### config.mk
export PLATFORM = sky130hd
export DESIGN_NAME = sensitive_keyword_detector_top
export DESIGN_NICKNAME = d
export VERILOG_FILES = /design/src/hdl/skd_pkg.sv /design/src/hdl/skd_char_cell.sv /design/src/hdl/skd_keyword_row.sv /design/src/hdl/sensitive_keyword_detector_top.sv
export VERILOG_INCLUDE_DIRS = /design/src /design/src/hdl
export SDC_FILE = /design/constraint.sdc
export NUM_CORES = 1
export LEC_CHECK = 0
export ABC_AREA = 1
export BUFFER_PORTS_ARGS = -buffer_cell sky130_fd_sc_hd__buf_2
export CORE_UTILIZATION = 58
export CTS_BUF_LIST = sky130_fd_sc_hd__clkbuf_16
export CTS_CLUSTER_SIZE = 25
export DETAILED_ROUTE_END_ITERATION = 7
export GPL_TIMING_DRIVEN = 1
export PLACE_DENSITY = 0.88
export SYNTH_ARGS = -nofsm -noshare
export SYNTH_HDL_FRONTEND = slang
export SYNTH_SLANG_ARGS = --single-unit
### constraint.sdc
create_clock -name aclk -period 2.1 [get_ports aclk]
set_input_delay 0.315 -clock aclk [delete_from_list [all_inputs] [get_ports aclk]]
set_output_delay 0.315 -clock aclk [all_outputs]
set_load 0.05 [all_outputs]
### src/hdl/sensitive_keyword_detector_top_macros.svh
// Assertion macros for the keyword detector.
// Used by sensitive_keyword_detector_top; no other dependencies.
`ifndef SENSITIVE_KEYWORD_DETECTOR_TOP_MACROS_SVH
`define SENSITIVE_KEYWORD_DETECTOR_TOP_MACROS_SVH

// check cons in the same cycle as ante
`define SKD_ASSERT_SAME(lbl, clk, rstn, ante, cons, msg) \
    lbl: assert property (@(posedge clk) disable iff (!(rstn)) (ante) |-> (cons)) \
        else $error(msg);

// check cons in the cycle after ante
`define SKD_ASSERT_NEXT(lbl, clk, rstn, ante, cons, msg) \
    lbl: assert property (@(posedge clk) disable iff (!(rstn)) (ante) |=> (cons)) \
        else $error(msg);

`endif

### src/hdl/skd_pkg.sv
// Shared constants and helpers for the keyword detector.
// No dependencies; used by every module of the block.
package skd_pkg;

    localparam int unsigned KW_COUNT  = 8;
    localparam int unsigned KW_MAXLEN = 11;
    localparam int unsigned KW_IDX_W  = $clog2(KW_COUNT);

    localparam int unsigned KW_LEN [KW_COUNT] = '{8, 6, 7, 11, 5, 10, 3, 11};

    localparam logic [KW_MAXLEN*8-1:0] KW_TEXT [KW_COUNT] = '{
        "password", "secret", "api_key", {"private", "_key"},
        "token", "credential", "ssn", {"credit", "_card"}
    };

    typedef struct packed {
        logic advance;
        logic clear;
    } skd_ctrl_t;

    function automatic logic [7:0] kw_char(input int unsigned k, input int unsigned i);
        int unsigned sh;
        sh = (KW_LEN[k] - 1 - i) * 8;
        return KW_TEXT[k][sh +: 8];
    endfunction

    function automatic logic [7:0] fold_case(input logic [7:0] c);
        logic [7:0] r;
        r = c;
        if (c >= 8'h41 && c <= 8'h5A) begin
            r = c + 8'h20;
        end
        return r;
    endfunction

endpackage

### src/hdl/skd_char_cell.sv
// One shift-and cell: holds the partial-match bit for one keyword character.
// Depends on skd_pkg for the control struct.
module skd_char_cell #(
    parameter logic [7:0] MATCH_CHAR = 8'h00
) (
    input  logic              aclk,
    input  logic              aresetn,
    input  skd_pkg::skd_ctrl_t ctrl,
    input  logic [7:0]        char_in,
    input  logic              prev_in,
    output logic              hit,
    output logic              match_bit
);

    logic match_bit_reg;
    logic match_bit_next;

    assign hit = prev_in & (char_in == MATCH_CHAR);

    always_comb begin
        match_bit_next = match_bit_reg;
        if (ctrl.advance) begin
            match_bit_next = ctrl.clear ? 1'b0 : hit;
        end
    end

    always_ff @(posedge aclk) begin
        if (!aresetn) begin
            match_bit_reg <= 1'b0;
        end else begin
            match_bit_reg <= match_bit_next;
        end
    end

    assign match_bit = match_bit_reg;

endmodule

### src/hdl/skd_keyword_row.sv
// Row of character cells for one keyword plus its sticky found flag.
// Depends on skd_pkg and skd_char_cell.
module skd_keyword_row #(
    parameter int unsigned KW_INDEX = 0
) (
    input  logic               aclk,
    input  logic               aresetn,
    input  skd_pkg::skd_ctrl_t ctrl,
    input  logic [7:0]         char_in,
    output logic               found_now,
    output logic               found
);

    localparam int unsigned LEN = skd_pkg::KW_LEN[KW_INDEX];

    logic [LEN-1:0] hit;
    logic [LEN-1:0] bits;
    logic           found_reg;
    logic           found_next;

    for (genvar i = 0; i < LEN; i++) begin : g_cell
        logic prev;
        if (i == 0) begin : g_head
            assign prev = 1'b1;
        end else begin : g_body
            assign prev = bits[i-1];
        end
        skd_char_cell #(
            .MATCH_CHAR(skd_pkg::kw_char(KW_INDEX, i))
        ) u_cell (
            .aclk     (aclk),
            .aresetn  (aresetn),
            .ctrl     (ctrl),
            .char_in  (char_in),
            .prev_in  (prev),
            .hit      (hit[i]),
            .match_bit(bits[i])
        );
    end

    assign found_now = found_reg | hit[LEN-1];

    always_comb begin
        found_next = found_reg;
        if (ctrl.advance) begin
            found_next = ctrl.clear ? 1'b0 : found_now;
        end
    end

    always_ff @(posedge aclk) begin
        if (!aresetn) begin
            found_reg <= 1'b0;
        end else begin
            found_reg <= found_next;
        end
    end

    assign found = found_reg;

endmodule

### src/hdl/sensitive_keyword_detector_top.sv
// The result beat appears in the cycle after the flagged last byte is taken.
// Throughput: one byte per cycle; each byte advances all 61 match cells at once.
// A pending result stalls input only while m_tready is low.
// Reset (aresetn low, synchronous) clears all match bits, found flags and m_tvalid.
// Top level of the keyword detector; depends on skd_pkg, skd_keyword_row and
// sensitive_keyword_detector_top_macros.svh.
`include "sensitive_keyword_detector_top_macros.svh"
module sensitive_keyword_detector_top (
    input  logic       aclk,
    input  logic       aresetn,
    input  logic       s_tvalid,
    output logic       s_tready,
    input  logic [7:0] s_tdata,   // [7:0] text_byte
    input  logic       s_tlast,   // end_of_text
    output logic       m_tvalid,
    input  logic       m_tready,
    output logic [7:0] m_tdata    // [0] leak_found, [3:1] first_keyword, [7:4] zero
);

    skd_pkg::skd_ctrl_t                      ctrl;
    logic [7:0]                              char_folded;
    logic [skd_pkg::KW_COUNT-1:0]            found_now;
    logic [skd_pkg::KW_COUNT-1:0]            found_vec;
    logic                                    s_beat;
    logic [skd_pkg::KW_IDX_W-1:0]            first_idx;
    logic                                    m_tvalid_reg;
    logic                                    m_tvalid_next;
    logic [7:0]                              m_tdata_reg;
    logic [7:0]                              m_tdata_next;

    assign s_tready     = !m_tvalid_reg || m_tready;
    assign s_beat       = s_tvalid && s_tready;
    assign ctrl.advance = s_beat;
    assign ctrl.clear   = s_beat && s_tlast;
    assign char_folded  = skd_pkg::fold_case(s_tdata);

    for (genvar k = 0; k < skd_pkg::KW_COUNT; k++) begin : g_row
        skd_keyword_row #(
            .KW_INDEX(k)
        ) u_row (
            .aclk     (aclk),
            .aresetn  (aresetn),
            .ctrl     (ctrl),
            .char_in  (char_folded),
            .found_now(found_now[k]),
            .found    (found_vec[k])
        );
    end

    always_comb begin
        first_idx = '0;
        for (int k = skd_pkg::KW_COUNT - 1; k >= 0; k--) begin
            if (found_now[k]) begin
                first_idx = skd_pkg::KW_IDX_W'(k);
            end
        end
    end

    always_comb begin
        m_tvalid_next = m_tvalid_reg;
        m_tdata_next  = m_tdata_reg;
        if (ctrl.clear) begin
            m_tvalid_next = 1'b1;
            m_tdata_next  = {4'b0000, first_idx, |found_now};
        end else if (m_tready) begin
            m_tvalid_next = 1'b0;
        end
    end

    always_ff @(posedge aclk) begin
        if (!aresetn) begin
            m_tvalid_reg <= 1'b0;
        end else begin
            m_tvalid_reg <= m_tvalid_next;
        end
    end

    always_ff @(posedge aclk) begin
        m_tdata_reg <= m_tdata_next;
    end

    assign m_tvalid = m_tvalid_reg;
    assign m_tdata  = m_tdata_reg;

    `SKD_ASSERT_NEXT(a_clear_after_last, aclk, aresetn, s_beat && s_tlast, found_vec == '0, "found flags not cleared after last beat")
    `SKD_ASSERT_SAME(a_no_leak_idx_zero, aclk, aresetn, m_tvalid && !m_tdata[0], m_tdata[3:1] == '0, "index nonzero without a leak")
    `SKD_ASSERT_SAME(a_rise_after_last, aclk, aresetn, $rose(m_tvalid), $past(s_beat && s_tlast), "result beat without a last input beat")
    `SKD_ASSERT_SAME(a_leak_has_bit, aclk, aresetn, ctrl.clear && (found_now != '0), found_now[first_idx], "reported index not among found keywords")

endmodule

## After elaboration in Yosys (flattened, before gate mapping)

Cells that the tools add are included.

| word-level totals | value |
|---|---|
| register bits after elaboration | 60 |
| latch bits | 0 |
| memory bits (writable) | 0 |
| ROM bits | 0 |
| input port bits | 13 |
| output and inout bits | 10 |
| logic and storage cells | 212 |
| memories | 0 |

| cells by class | value |
|---|---|
| add/sub/neg operators | 1 |
| multiply operators | 0 |
| divide/modulo/power cells | 0 |
| $lt $le $gt $ge | 2 |
| equal/unequal tests | 17 |
| shifts and indexed selects | 0 |
| mux-type cells | 65 |
| bitwise operators | 58 |
| reductions and logical operators | 9 |

Operators by type and width:

| kind | number |
|---|---|
| 8-bit by 7-bit equality test with 1-bit output, second input constant | 17 |
| 1-bit two-way mux | 58 |
| 1-bit bitwise AND | 50 |
| 3-bit two-way mux | 4 |
| 8-bit by 6-bit adder with 8-bit output, second input constant | 1 |
| 8-bit by 7-bit >= comparator with 1-bit output, second input constant | 1 |
| 8-bit by 7-bit <= comparator with 1-bit output, second input constant | 1 |
| 8-bit two-way mux | 1 |
| 1-bit OR | 8 |
| 8-bit OR reduction | 1 |
| 2-bit two-way mux | 2 |
| 4-bit OR reduction | 1 |
| 1-bit logical AND | 3 |
| 2-bit nonzero test | 1 |
| 2-bit OR reduction | 1 |
| 1-bit zero test | 1 |
| 1-bit logical OR | 1 |

## Depth between registers and ports, before layout

Gate-level depths: netlist of run 1.

| logic depth | value |
|---|---|
| depth after elaboration | 13 |
| depth in mapped cells | 16 |
| gate-level depth less buffers | 16 |

## Cells and area by module

A second synthesis of run 1 with hierarchy kept.

| second synthesis, totals | value |
|---|---|
| cells, all modules | 1069 |
| area, all modules | 6092.1 µm² |

By module, submodules not included:

| module | instances | cells an instance | area each (µm²) | seq. area each (µm²) |
|---|---|---|---|---|
| skd_char_cell at g_row[1].u_row.g_cell[1].u_cell ... | 17 | 18 | 92.6 | 20.0 |
| skd_char_cell at g_row[0].u_row.g_cell[2].u_cell ... | 11 | 13 | 82.6 | 20.0 |
| skd_char_cell at g_row[0].u_row.g_cell[5].u_cell ... | 10 | 13 | 76.3 | 20.0 |
| skd_char_cell at g_row[0].u_row.g_cell[7].u_cell ... | 7 | 19 | 96.3 | 20.0 |
| skd_char_cell at g_row[0].u_row.g_cell[1].u_cell ... | 5 | 16 | 87.6 | 20.0 |
| sensitive_keyword_detector_top | 1 | 58 | 430.4 | 140.1 |
| skd_keyword_row | 8 | 7 | 47.5 | 20.0 |
| skd_char_cell at g_row[0].u_row.g_cell[4].u_cell ... | 4 | 14 | 80.1 | 20.0 |
| skd_char_cell at g_row[2].u_row.g_cell[4].u_cell ... | 3 | 17 | 88.8 | 20.0 |
| skd_char_cell at g_row[0].u_row.g_cell[0].u_cell ... | 3 | 12 | 78.8 | 20.0 |
| skd_char_cell at g_row[5].u_row.g_cell[9].u_cell | 1 | 20 | 100.1 | 20.0 |

## Worst setup path before layout of run 1

No wires, ideal clock.

| timing path | value |
|---|---|
| path type | register to register |
| start point | register m_tvalid_reg, in the netlist m_tvalid |
| end point | register g_row[0].u_row.g_cell[6].u_cell.match_bit_reg |
| library setup time | 70 ps |
| arrival time | 1942 ps |
| data required time | 2030 ps |
| slack | 88 ps |
| stages on the path, launching flop included | 12 |
| cell sequence | dfxtp_1 > inv_1 > nor2_1 > inv_2 > nand2_1 > nor2_2 > inv_1 > nor2_1 > inv_2 > nor4_2 > nand2_1 > a21oi_1 |

| on the way | value |
|---|---|
| word-level cells in the longest chain between the ends | 5 |

Ends and longest elaborated chain:

| what | RTL line | RTL |
|---|---|---|
| start, declared | sensitive_keyword_detector_top.sv:26 | `logic m_tvalid_reg;` |
| start signal, assigned | sensitive_keyword_detector_top.sv:74 | `m_tvalid_reg <= m_tvalid_next;` |
| 1-bit zero test * | sensitive_keyword_detector_top.sv:31 | `assign s_tready = !m_tvalid_reg \|\| m_tready;` |
| 1-bit logical OR * | sensitive_keyword_detector_top.sv:31 |  |
| via s_tready | sensitive_keyword_detector_top.sv:12 | `output logic s_tready,` |
| 1-bit logical AND * | sensitive_keyword_detector_top.sv:32 | `assign s_beat = s_tvalid && s_tready;` |
| 1-bit logical AND | sensitive_keyword_detector_top.sv:34 | `assign ctrl.clear = s_beat && s_tlast;` |
| 1-bit two-way mux | skd_char_cell.sv:23 | `match_bit_next = ctrl.clear ? 1'b0 : hit;` |
| end signal, assigned | skd_char_cell.sv:31 | `match_bit_reg <= match_bit_next;` |
| end, declared | skd_char_cell.sv:15 | `logic match_bit_reg;` |

Mark *: on every way through the listed nets, which the timed path passes. The rest lies on a longest branch.
A chain may end at the register's enable or synchronous reset.

## Worst setup path in the final report of run 1

| timing path | value |
|---|---|
| start point | input port s_tdata[5] |
| end point | register m_tdata_reg[1], in the netlist m_tdata[1], data pin |

| on the way | value |
|---|---|
| word-level cells in the longest chain between the ends | 13 |
| elaborated cells between the ends (all ways) | 33 |
| those cells by class | add/sub: 1; order compare: 2; eq/ne: 5; mux: 8; bitwise: 16; reduce/logical: 1 |

Ends and longest elaborated chain:

| what | RTL line | RTL |
|---|---|---|
| start, declared | sensitive_keyword_detector_top.sv:13 | `input logic [7:0] s_tdata,` |
| 8-bit by 7-bit >= comparator with 1-bit output / 8-bit by 7-bit <= comparator with 1-bit output (equally long branches) | skd_pkg.sv:30 | `if (c >= 8'h41 && c <= 8'h5A) begin` |
| 1-bit logical AND | skd_pkg.sv:30 |  |
| 8-bit two-way mux * | skd_pkg.sv:30 |  |
| 8-bit by 7-bit equality test with 1-bit output | skd_char_cell.sv:18 | `assign hit = prev_in & (char_in == MATCH_CHAR);` |
| 1-bit bitwise AND | skd_char_cell.sv:18 |  |
| 1-bit OR | skd_keyword_row.sv:41 | `assign found_now = found_reg \| hit[LEN-1];` |
| 3-bit two-way mux (4 in series) | sensitive_keyword_detector_top.sv:53 | `if (found_now[k]) begin` |
| 2-bit two-way mux (2 in series) | sensitive_keyword_detector_top.sv:53 |  |
| 1-bit two-way mux | sensitive_keyword_detector_top.sv:53 |  |
| end signal, assigned | sensitive_keyword_detector_top.sv:79 | `m_tdata_reg <= m_tdata_next;` |
| end, declared | sensitive_keyword_detector_top.sv:28 | `logic [7:0] m_tdata_reg;` |

Mark *: on every way between the ends. The rest lies on a longest branch, timed or not.

==> metrics.txt, run 1 <==
worst path required time 2170 ps; register area 1241 um2; Crit path arrival time slightly below 2000 ps; compound-cell area share of the yosys netlist 0.1297; MaxCap Viol Count 0; Total GRT Usage 0.2717; DR vias/cell 5.470; Final Skew 4.125 ps; pwr dens 862.1 nW/um2; Num CTS Buffers 9; Worst IR Drop VDD 638.6 uV; Main synth FF type dfxtp_1; Area growth syn-to-layout 17.55%; Synth top area share 0.4273; core box area 4354 um2; grt total ovfl 0; clock slew at reported path FFs 50 ps; switching share of power 0.2312; # H-tree levels 3; Crit Path Category input pin to register; yosys warns 0; Hold WC Path Type input pin to register; total number of vias roughly 2.3k; simple-gate share of the synthesized area 0.3019; cts hold-fix bufs 0; Largest register FFs 47; Post-Synthesis Cells ~350; setup bufs post-CTS 0; first-pass GRT wire length between 10,000 and 15,000 um; FFs w/ async S/R, synth 0; Die Wd a little under 70 um; root buf cell clkbuf_16; post-synthesis mux area share 0; Fin. Hold Viols 0; Pre-antenna DRT Iters 5; Tmin final 1855 ps; number of global-route vias before repair 2,160; synth unique cells 33; outcome complete, no violations; largest family of logic cells by synthesized area simple AND/OR/NAND/NOR gates; DIE HEIGHT 69.26 um; clock power share 0.501; Adder-Cell Fraction of Synth Area 0.004769; Startpoint Class input pin; XOR/XNOR Fraction of Synth Area 0; leakage power 1.189 nW; post-synthesis sequential area ratio 0.4731; max-slew violations 0; clk_lat worst skew 320 ps; Logic pwr share 0.064; PnR worst setup slack 245.0 ps; top-count cell post-synth nand2_1; Net Switching 0.6148 mW; Final period util 0.8833; Routability Congestion approximately 0.92; pre-CTS WS -36.27 ps; Seq pwr share 0.435; die area roughly 4800 um2; # DRC 0; crit end category register; routed length per instance 13.89 um; multi-input combinational cell area 1162 um2; CTS resizes 0; Synth top cells by count nand2_1, dfxtp_1, a21oi_1; initial antenna violation count 0; number of DRC markers in iteration 0 between 150 and 200; antenna-violating nets left 0; leading area contributor after synthesis dfxtp_1; # fillers 346; clock sinks 60; final core occ 0.7083; drt total wl 5947 um; nets 386; Cell Area, Synth 2624 um2; floorplan row count 24; antenna cells 0; slew margin rel. 0.2908; # setup viols final 0; HPWL Detailed 3998 um; top cells by area, synth dfxtp_1, nand2_1, a21oi_1, inv_1, edfxtp_1; Peak Freq 539.1 MHz; Area after DPL 2808 um2; layout cell share with drive strength beyond 1 0.1782; Initial Util 0.6026; Pint 2.044 mW; CTS tree built; Worst Path Max Fanout 12; IO Pins 23; RSZ-0062 raised after global routing no; final instance area 3084 um2; Tightest Pin Transition 1053 ps; largest net degree at the start of global routing 57; IO buf count 18; Synth Area per Inst 7.583 um2; maximum clock path buffer count 2; Post-synth EDFFs 4; Yosys reg bits 60
[layer usage]
| layer | vias up | track usage | routed length [um] |
|---|---|---|---|
| met5 | - | 0 | 0 |
| met4 | 0 | 0.1610 | 187 |
| met3 | 19 | 0.05378 | 417 |
| met2 | 79 | 0.4391 | 2930 |
| met1 | 1066 | 0.3355 | 2412 |
| li1 | 1177 | - | - |
[power by group through the flow]
| stage | registers, mW | clock network [mW] | logic [mW] |
|---|---|---|---|
| final | 1.16 | 1.33 | 0.171 |
| after global routing | 1.16 | 1.40 | 0.184 |
| after CTS | 1.16 | 1.35 | 0.169 |
| after detailed placement | 1.18 | 0 | 0.168 |
| after global placement | 1.18 | 0 | 0.165 |
| after floorplan | 1.19 | 0 | 0.112 |
[cells in the final DEF (no fill, tap or decap), types with 2 or more instances in the layout]
master	n
nor2_2	3
nor3_1	3
o21ai_0	2
nand3_1	12
nand2_1	96
clkinv_2	3
edfxtp_1	4
nor2_1	20
nand2_2	6
nand3b_1	3
inv_2	4
a21oi_1	47
nand4_1	14
buf_2	18
conb_1	4
nand3_4	2
a211oi_1	7
buf_4	10
clkbuf_16	10
dfxtp_1	56
inv_1	37
[kinds of logic (layout without fill, tap and decap cells)]
kind of cell | count (synthesis) | count (layout)
compound gates | 61 | 61
other cells | 1 | 4
buf+inv | 58 | 85
flops | 60 | 60
fa+ha+maj | 1 | 1
simple gates | 165 | 165
[through the flow]
step                cells  total power [mW]  setup TNS, ps  hold slack, ps
CTS                   428             2.672              0           231.6
global placement      413             1.345              0           443.2
global route          428             2.741              0           258.3
finish                428             2.659              0           235.3
floorplan             349             1.305              0           432.1
detailed placement    413             1.348         -45.59           449.8
[cell type report]
class	instances	share of cell area
sequential	60	0.4024
multi-input combinational	231	0.3769
clock buffer	10	0.08114
timing repair buffer	29	0.06004
inverter	41	0.04990
tap	52	0.02110
clock inverter	5	0.008519
[worst max-delay path: stages]
cell and delay (ps):
buf_2 110, inv_1 100, nand2_1 60, nor2_1 180
nand3_2 120, nand2_2 100, nand2_2 90, nor2_8 200
nand2_1 90, nor2_2 100, nand2_1 70, nand2_2 70
inv_2 50, nand2_1 70, nand2_1 50, nand2_1 80
a21oi_2 60
[worst paths after layout]
kind	start	to	slack, ps	cells past startpoint
worst max-delay path	s_tdata[5]	m_tdata[1]	250	17
worst min-delay path	aresetn	m_tvalid	240	3
worst max register to register	m_tvalid	g_row[0].u_row.g_cell[2].u_cell.match_bit	300	13
worst min register to register	g_row[3].u_row.g_cell[5].u_cell.match_bit	g_row[3].u_row.g_cell[6].u_cell.match_bit	460	2
No activity file was read; power rests on OpenSTA's default activity.
==> run 2: changes to the inputs <==
- clock period: 2.1 -> 1.8 ns (I/O delays scaled with it)
==> run 2 against run 1 <==
Register-to-register slack worse by 120 ps. Critical endpoint is now g_row[3].u_row.g_cell[9].u_cell.match_bit. Clock-buffer cell count fell by 1. Critical path depth down 3. Non-clock buffer count up 26. Combinational power up 38%. Sequential cell count stayed put. Setup slack lost 120 ps.
==> metrics.txt, run 2 (synthesis gave the netlist of run 1 again) <==
register area 1242 um2 (+0.10%); Worst IR Drop VDD 871.9 uV (+37%); Pre-antenna DRT Iters 5 (unchanged); Tmin final 1674 ps; Total GRT Usage 0.2980 (+0.02639); most frequent cells in the layout nand2_1, dfxtp_1, a21oi_1; first-pass GRT wire length 11,090 um (+11%); # DRC 0 (unchanged); core box area 4354 um2 (unchanged); Routability Congestion 0.9131 (-0.65%); Final period util 0.9299; Area growth syn-to-layout 25.61%; antenna cells 0 (unchanged); worst path required time 2060 ps (-110 ps); root buf cell clkbuf_16; slew margin rel. 0.5632 (+0.2724); outcome complete, no violations; largest net degree at the start of global routing 48 (-16%); DR vias/cell 5.431 (-0.71%); Crit path arrival time 1930 ps (about the same); leakage power 1.325 nW (+11%); layout cell share with drive strength beyond 1 0.2333 (+0.05506); final core occ 0.7569 (+0.04856); Fin. Hold Viols 0 (unchanged); drt total wl 6316 um (+6.2%); maximum clock path buffer count 2 (unchanged); initial antenna violation count 0 (unchanged); grt total ovfl 0 (unchanged); Final Skew 7.706 ps (+3.581 ps); # fillers 289 (-16%); multi-input combinational cell area 1179 um2 (+1.4%); pre-CTS WS -175.4 ps (-139.2 ps); CTS tree built; number of global-route vias before repair 2,497 (+16%); Num CTS Buffers 9 (unchanged); PnR worst setup slack 126.3 ps (-118.8 ps); nets 412 (+6.7%); cts hold-fix bufs 0 (unchanged); clk_lat worst skew 330 ps (about the same); RSZ-0062 raised after global routing no; max-slew violations 0 (unchanged); TNS Setup 0 ps (unchanged); Die Wd 69.26 um (unchanged); crit end category register; # setup viols final 0 (unchanged); # H-tree levels 3 (unchanged); die area 4797 um2 (unchanged); antenna-violating nets left 0 (unchanged); Hold Slack 189.7 ps (-45.66 ps); routed length per instance 13.88 um (about the same); Worst Path Max Fanout 6 (-6); pwr dens 976.5 nW/um2 (+13%); IO buf count 18 (unchanged); commonest non-fill, non-tap cell in the layout nand2_1; DIE HEIGHT 69.26 um (unchanged); IO Pins 23 (unchanged); Largest register FFs 47 (unchanged); max incr delay on CP 190 ps (about the same); clock sinks 60 (unchanged); crit-path cells buf_2 > inv_1 > nand2_1 > nor2_1 > nand3_2 > nand2_2 > nand2_2 > nor2_8 > buf_4 > nand3_4 > nor3_4 > buf_4 > nand2_1 > a21oi_1; number of DRC markers in iteration 0 192 (+16%); Peak Freq 597.5 MHz; Startpoint Class input pin; Crit Path Category input pin to register; MaxCap Viol Count 0 (unchanged); Hold WC Path Type input pin to register; clock slew at reported path FFs 50 ps (about the same); Tightest Pin Transition 650.8 ps (-401.9 ps); floorplan row count 24 (unchanged); Initial Util 0.6026 (unchanged); slowest CP cell nor3_4; total number of vias 2,471 (+5.6%); HPWL Detailed 4284 um (+7.2%)
-- run 2: cell types whose count changed in the layout (fill, tap and decap cells not counted), sizes merged --
cell,previous run,this run
inv,41,42
bufinv,0,1
clkbuf,10,9
buf,29,55
-- run 2: per-layer routing --
layer | GRT usage | share of wire
met5 | 0 | 0
met4 | 0.1995 | 0.048
met1 | 0.3446 | 0.40
met2 | 0.4865 | 0.49
met3 | 0.07413 | 0.069
-- run 2: cell type report --
| class | instances | area share |
|---|---|---|
| clock inverter | 7 | 0.01784 |
| multi-input combinational | 231 | 0.3576 |
| clock buffer | 9 | 0.06834 |
| sequential | 60 | 0.3770 |
| inverter | 41 | 0.04670 |
| tap | 52 | 0.01974 |
| timing repair buffer | 55 | 0.1128 |
-- run 2: through the flow --
| step | cell area [um2] | cells | power [mW] |
|---|---|---|---|
| 2_1_floorplan | 2655 | 349 | 1.526 |
| 3_3_place_gp | 3008 | 439 | 1.602 |
| 3_5_place_dp | 3008 | 439 | 1.607 |
| 4_1_cts | 3292 | 455 | 3.224 |
| 5_1_grt | 3296 | 455 | 3.305 |
| 6_report | 3296 | 455 | 3.218 |
-- run 2: worst max-delay path, delay by kind of cell --
family          cells  cell delay [ps]
simple gates        9             1010
buf+inv             4              500
compound gates      1              130
-- run 2: final timing paths --
path,start,end,slack (ps),depth (start not counted)
worst max-delay path,s_tdata[5],g_row[3].u_row.g_cell[9].u_cell.match_bit,130,14
worst min register to register,g_row[0].u_row.g_cell[2].u_cell.match_bit,g_row[0].u_row.g_cell[3].u_cell.match_bit,460,2
worst max register to register,m_tvalid,g_row[6].u_row.g_cell[1].u_cell.match_bit,180,13
worst min-delay path,aresetn,m_tvalid,190,3
-- run 2: repair_timing --
action	4_1_cts	5_1_grt
endpoints found under the hold margin	0	0
buffers inserted	0	0
gates resized for setup	0	2
setup endpoints to repair	0	3
-- run 2: power breakdown --
part,switching [mW],internal (mW)
sequential,0.00118,1.35
clock,0.585,1.05
combinational,0.165,0.0700
